## config.mk

```make
export PLATFORM = sky130hd
export DESIGN_NAME = qrm_job_queue
export DESIGN_NICKNAME = d
export VERILOG_FILES = /design/src/hdl/qrm_pkg.sv /design/src/hdl/qrm_job_queue.sv
export SDC_FILE = /design/constraint.sdc
export NUM_CORES = 1
export LEC_CHECK = 0
export BUFFER_PORTS_ARGS = -buffer_cell sky130_fd_sc_hd__buf_2
export CORE_AREA = 4 4 264 266
export CTS_BUF_LIST = sky130_fd_sc_hd__clkbuf_4 sky130_fd_sc_hd__clkbuf_8 sky130_fd_sc_hd__clkbuf_16
export DETAILED_ROUTE_END_ITERATION = 10
export DIE_AREA = 0 0 268 270
export PLACE_DENSITY_LB_ADDON = 0.2
export SLEW_MARGIN = 20
export SYNTH_ARGS = -nofsm -noshare
export SYNTH_HDL_FRONTEND = slang
export SYNTH_SLANG_ARGS = --single-unit
export TNS_END_PERCENT = 50
```

## constraint.sdc

```tcl
create_clock -name clk -period 25.2 [get_ports clk]
set_input_delay 2.52 -clock clk [delete_from_list [all_inputs] [get_ports clk]]
set_output_delay 2.52 -clock clk [all_outputs]
set_load 0.05 [all_outputs]
```

## src/hdl/qrm_pkg.sv

```systemverilog
// ---------------------------------------------------------------------------
// qrm_pkg
// Shared widths, types and helpers for the quaternion to rotation matrix block.
// ---------------------------------------------------------------------------
package qrm_pkg;

  localparam int IN_WIDTH      = 16;
  localparam int OUT_FRAC_BITS = 14;
  localparam int OUT_W         = OUT_FRAC_BITS + 2;
  localparam int PROD_W        = 2 * IN_WIDTH;
  localparam int N_W           = PROD_W + 1;
  localparam int REM_W         = N_W + 1;
  localparam int Q_W           = OUT_FRAC_BITS + 2;
  localparam int STEPS         = OUT_FRAC_BITS + 2;
  localparam int NUM_ENT       = 9;

  localparam logic [OUT_W-1:0] ONE_Q = OUT_W'(1) << OUT_FRAC_BITS;

  typedef struct packed {
    logic                          minus;
    logic [N_W-1:0]                mag;
  } sdiff_t;

  typedef struct packed {
    logic                          zero;
    logic [N_W-1:0]                n;
    logic [NUM_ENT-1:0]            minus;
    logic [NUM_ENT-1:0][N_W-1:0]   diff;
  } job_t;

  typedef struct packed {
    logic                          zero;
    logic [NUM_ENT-1:0][OUT_W-1:0] ent;
  } res_t;

  // n - 2(sa + sb), as sign and magnitude
  function automatic sdiff_t diag_diff(logic [N_W-1:0] n, logic [PROD_W-1:0] sa,
                                       logic [PROD_W-1:0] sb);
    logic signed [N_W+2:0] d;
    sdiff_t r;
    d = $signed({3'b000, n}) - $signed({2'b00, {1'b0, sa} + {1'b0, sb}, 1'b0});
    r.minus = d[N_W+2];
    r.mag   = r.minus ? N_W'(-d) : N_W'(d);
    return r;
  endfunction

  // 2(t1 +- t2), as sign and magnitude
  function automatic sdiff_t offd_diff(logic signed [PROD_W-1:0] t1,
                                       logic signed [PROD_W-1:0] t2, logic sub);
    logic signed [PROD_W+1:0] s;
    sdiff_t r;
    s = sub ? (PROD_W'(0) + ({{2{t1[PROD_W-1]}}, t1} - {{2{t2[PROD_W-1]}}, t2}))
            : ({{2{t1[PROD_W-1]}}, t1} + {{2{t2[PROD_W-1]}}, t2});
    s = s <<< 1;
    r.minus = s[PROD_W+1];
    r.mag   = r.minus ? N_W'(-s) : N_W'(s);
    return r;
  endfunction

endpackage

```

## src/hdl/qrm_job_queue.sv

```systemverilog
// ---------------------------------------------------------------------------
// qrm_job_queue
// Two-entry queue between the front end and the divider pipeline.
// ---------------------------------------------------------------------------
module qrm_job_queue import qrm_pkg::*; (
  input  logic clk,
  input  logic rst,
  input  logic wr,
  input  job_t wr_data,
  output logic full,
  input  logic rd,
  output job_t rd_data,
  output logic empty
);

  job_t       slot [2];
  logic       wr_ptr;
  logic       rd_ptr;
  logic [1:0] count;

  assign full    = (count == 2'd2);
  assign empty   = (count == 2'd0);
  assign rd_data = slot[rd_ptr];

  always_ff @(posedge clk) begin
    if (rst) begin
      wr_ptr <= 1'b0;
      rd_ptr <= 1'b0;
      count  <= 2'd0;
    end else begin
      if (wr) wr_ptr <= !wr_ptr;
      if (rd) rd_ptr <= !rd_ptr;
      count <= count + 2'(wr) - 2'(rd);
    end
  end

  always_ff @(posedge clk) begin
    if (wr) slot[wr_ptr] <= wr_data;
  end

endmodule

```

---- Word level (Yosys, flattened, before mapping) ----
Memory sizes are Yosys's and may differ from the RTL's. A register that Yosys moved wholly into a read port is not among the register bits.
Cells that the tools add are included.
storage, ports and cells
  memories ................................ 1
  logic and storage cells ................. 14
  register bits after elaboration ......... 4
  RAM bits ................................ 680
  bits in latches ......................... 0
  input port bits ......................... 344
  output and inout bits ................... 342
  bits in read-only memories .............. 0
memories
  name  words  width  read ports  clocked after memory_dff  write ports  line                 RTL
  slot  2      340    1           1                         1            qrm_job_queue.sv:16  job_t slot [2];
operators by class
  bitwise logic cells ..................... 0
  equality and inequality tests ........... 1
  shift-type cells ........................ 0
  divide/modulo/power cells ............... 0
  reductions and logical operators ........ 3
  multipliers ............................. 0
  order comparisons ....................... 0
  multiplexer cells ....................... 4
  add/sub/neg operators ................... 2
operator list
  kind                                   number
  two-way mux 1 bit                      4
  adder 2 x 1 -> 2 bit                   1
  == test 2 bit (second input constant)  1
  logical NOT 1 bit                      2
  logical NOT 2 bit                      1
  subtractor 2 x 1 -> 2 bit              1

---- Logic depth before layout (Yosys ltp) ----
  depth after elaboration ................. 3
  depth in mapped cells ................... 6
  depth with buffers taken out ............ 6

---- Least setup slack after synthesis ----
Ideal clock, no wire load.
  kind .................................... in2reg
  from .................................... input port wr
  to ...................................... memory slot[0][0] (netlist bit), enable pin
  path slack .............................. 6.987 ns
  stages on the path ...................... 1
  arrival ................................. 17.124 ns
  buffers on the path ..................... 0
  required time ........................... 24.110 ns
  setup time .............................. 1.090 ns
  cells stage by stage .................... nor2b_1
on the way
  longest elaborated chain between the ends .. 2
RTL lines
  item                                     line                 RTL
  from (decl)                              qrm_job_queue.sv:8   input logic wr,
  two-way mux 1 bit                        qrm_job_queue.sv:38  if (wr) slot[wr_ptr] <= wr_data;
  two-way mux 1 bit (not written as such)  qrm_job_queue.sv:38
  to (decl)                                qrm_job_queue.sv:16
No other way between the ends.

==> results.md <==
- Seq/Total Area, Yosys: between 70% and 80%
- Post-synth cell types: 14
- Gate Count Post-Synth: between 1000 and 1500
- WL per Instance: roughly 23 um
- Element type at the critical path start: flop
- Met1 GRT Util: roughly 17%
- H-tree depth reported by CTS: 3
- Post-Syn Nets: ~1400
- Worst Path Arrival: 4130 ps
- Tot Pwr: about 2900 uW
- Post-synth top cells: edfxtp_1 (680), mux2_4 (300), mux2_2 (40)
- Final core utilization: roughly half
- Setup Fix Bufs, Post-CTS: 0
- Setup crit end kind: primary output
- Initial Util: ~39%
- Most Crowded Layer GR: met2
- Worst slew margin: 22.2%
- Vias: approximately 13000
- Core Footprint: 67000 um2
- GR Util met2: 31.2%
- First-pass DRT Iterations: 4
- Count of final setup violators: 0
- Root Buffer: clkbuf_16
- Fmax: between 150 and 200 MHz
- Port Buf Inserts: 685
- Most area-hungry cell type in the Yosys netlist: edfxtp_1
- Die area: between 70000 and 80000 um2
- Status: complete, no violations
- Synth-to-layout area growth: 24.3%
- Vias in the first global route: roughly 14000
- Final std cells w/o fill: roughly 2800
- Power Dens Cells: 89.3 nW/um2
- Clk slew on worst S/H paths: around 60 ps
- LEAKAGE: about 0.013 uW
- Die Y: 270 um
- Avg Cell Area, Syn: 24.4 um2
- Congestion Overflow GR: 0
- Worst path required time: ~23000 ps
- Initial antenna violation count: 23
- Final max-slew violation count: 0
- Clock Skew: 22.2 ps
- R2r setup slk: 21670 ps
- Hold crit path type: reg2reg
- Post-CTS Resized: 0
- Rows: 95
- Dpl cells: 2610
- Synth top area share: 77.7%
- GRT Util Overall: 16.8%
- YS warnings: 0
- First-pass GRT wire length: between 90 and 100 mm
- Post-route DRC: 0
- Worst-path fanout max: around 120
- Ys async rst share: 0%
- Synth top area cells: edfxtp_1 (78%), mux2_4 (17%), buf_12 (2.5%)
- Total Wirelength: 63.6 mm
- CTS Buffer Depth: 3
- Most common cell in the netlist: edfxtp_1
- CTS Hold Bufs: 0
- Pin count of the biggest net entering global routing: ~170
- EDFF count, synth: 680
- Nets: around 2200
- Setup CP Type: reg2out
- Dpl hpwl: between 40 and 50 mm
- CTS Buf Count: between 70 and 80
- Sum of negative setup slack: 0 ps
- Share of cells above drive strength 1: 61.8%
- I/O pin total: roughly 700
- Max-Cap Viols: 0
- Final worst-path cycle share: 26.4%
- Grt met3 use: around 5.7%
- DP Area: 30200 um2
- Tmin final: roughly 6700 ps
- RePlAce Congestion: around 0.8
- Design area: around 33000 um2
- DR iter-0 viols: 782
- DIE WIDTH: about 270 um
- Worst-Skew Late Latency: roughly 600 ps
- Flops & latches, synth: around 690
- CTS Sinks: just under 700
- TritonCTS clock tree: done
- Via-to-Cell Ratio: 4.69
- Main flop type after synthesis: edfxtp_1
- Worst VDD drop: between 0.00006 and 0.00007 V
- Worst slew pin tran: approximately 1200 ps
- Final Hold Vio Count: 0
- Post-Syn Area: around 26000 um2
- Routed Antenna Nets: 0
- Unrepaired setup endpoints after global routing: no
layer usage:
metal	part of all wire [%]	wire length, um
met1	35	22000
met4	3.2	2050
met2	54	34500
met5	0.15	93
met3	7.7	4910
registers in the layout, summed over array words and instances, names as in the netlist, named ones only:
signal and cells:
wr_ptr 1, count 2, rd_ptr 1, slot 680
metrics by stage:
step                      worst slack (ps)  hold slack, ps
after global routing                 18410             570
after CTS                            18570             531
after global placement               19240             499
after floorplan                       6990             480
final                                18550             534
after detailed placement             19230             516
report_power, final:
part	internal (uW)	leakage [uW]	total, uW	switching [uW]
sequential	1330	0.00642	1360	22.3
clock	621	0.00120	1060	435
combinational	158	0.00522	505	348
critical path, stage by stage, from the launching register on:
cell,delay (ps)
dfxtp_4,880
buf_12,640
buf_4,950
mux2_4,380
buf_2,220
kinds of logic (layout without fill, tap and decap cells):
| kind of cell | count (synthesis) | after routing | share of synthesized area, % |
|---|---|---|---|
| flip-flops | 685 | 685 | 78.1 |
| AND/OR/NAND/NOR | 9 | 9 | 0.167 |
| XOR/XNOR | 3 | 3 | 0.152 |
| other | 0 | 16 | 0 |
| multiplexers | 340 | 340 | 18.9 |
| buffers and inverters | 40 | 830 | 2.66 |
| adder cells (fa/ha/maj) | 2 | 2 | 0.0952 |
path summary, 6_finish.rpt:
check / from / cells after the start / endpoint
max: flop / 4 / rd_data[190]
min: rd_ptr / 2 / flop
max reg2reg: wr_ptr / 3 / slot[1][174]
min reg2reg: rd_ptr / 2 / flop
layout by cell type (no fill, tap or decap), drive strengths merged:
cell type  instances
dfxtp              5
xnor3              1
xnor2              2
mux2             340
edfxtp           680
ha                 2
nor2               5
clkbuf            90
and2               1
diode             16
bufinv             6
inv                9
buf              696
nor2b              3
clkinv            29
layout make-up:
| cell class | instances | area (um2) |
|---|---|---|
| Tap cell | 873 | 1090 |
| Antenna cell | 16 | 40.0 |
| Multi-Input combinational cell | 354 | 5070 |
| Inverter | 2 | 7.51 |
| Clock buffer | 90 | 1950 |
| Sequential cell | 685 | 20500 |
| Fill cell | 5722 | 34400 |
| Timing Repair Buffer | 696 | 3540 |
| Clock inverter | 42 | 443 |
Note: power is estimated with default switching activity, not from simulation.
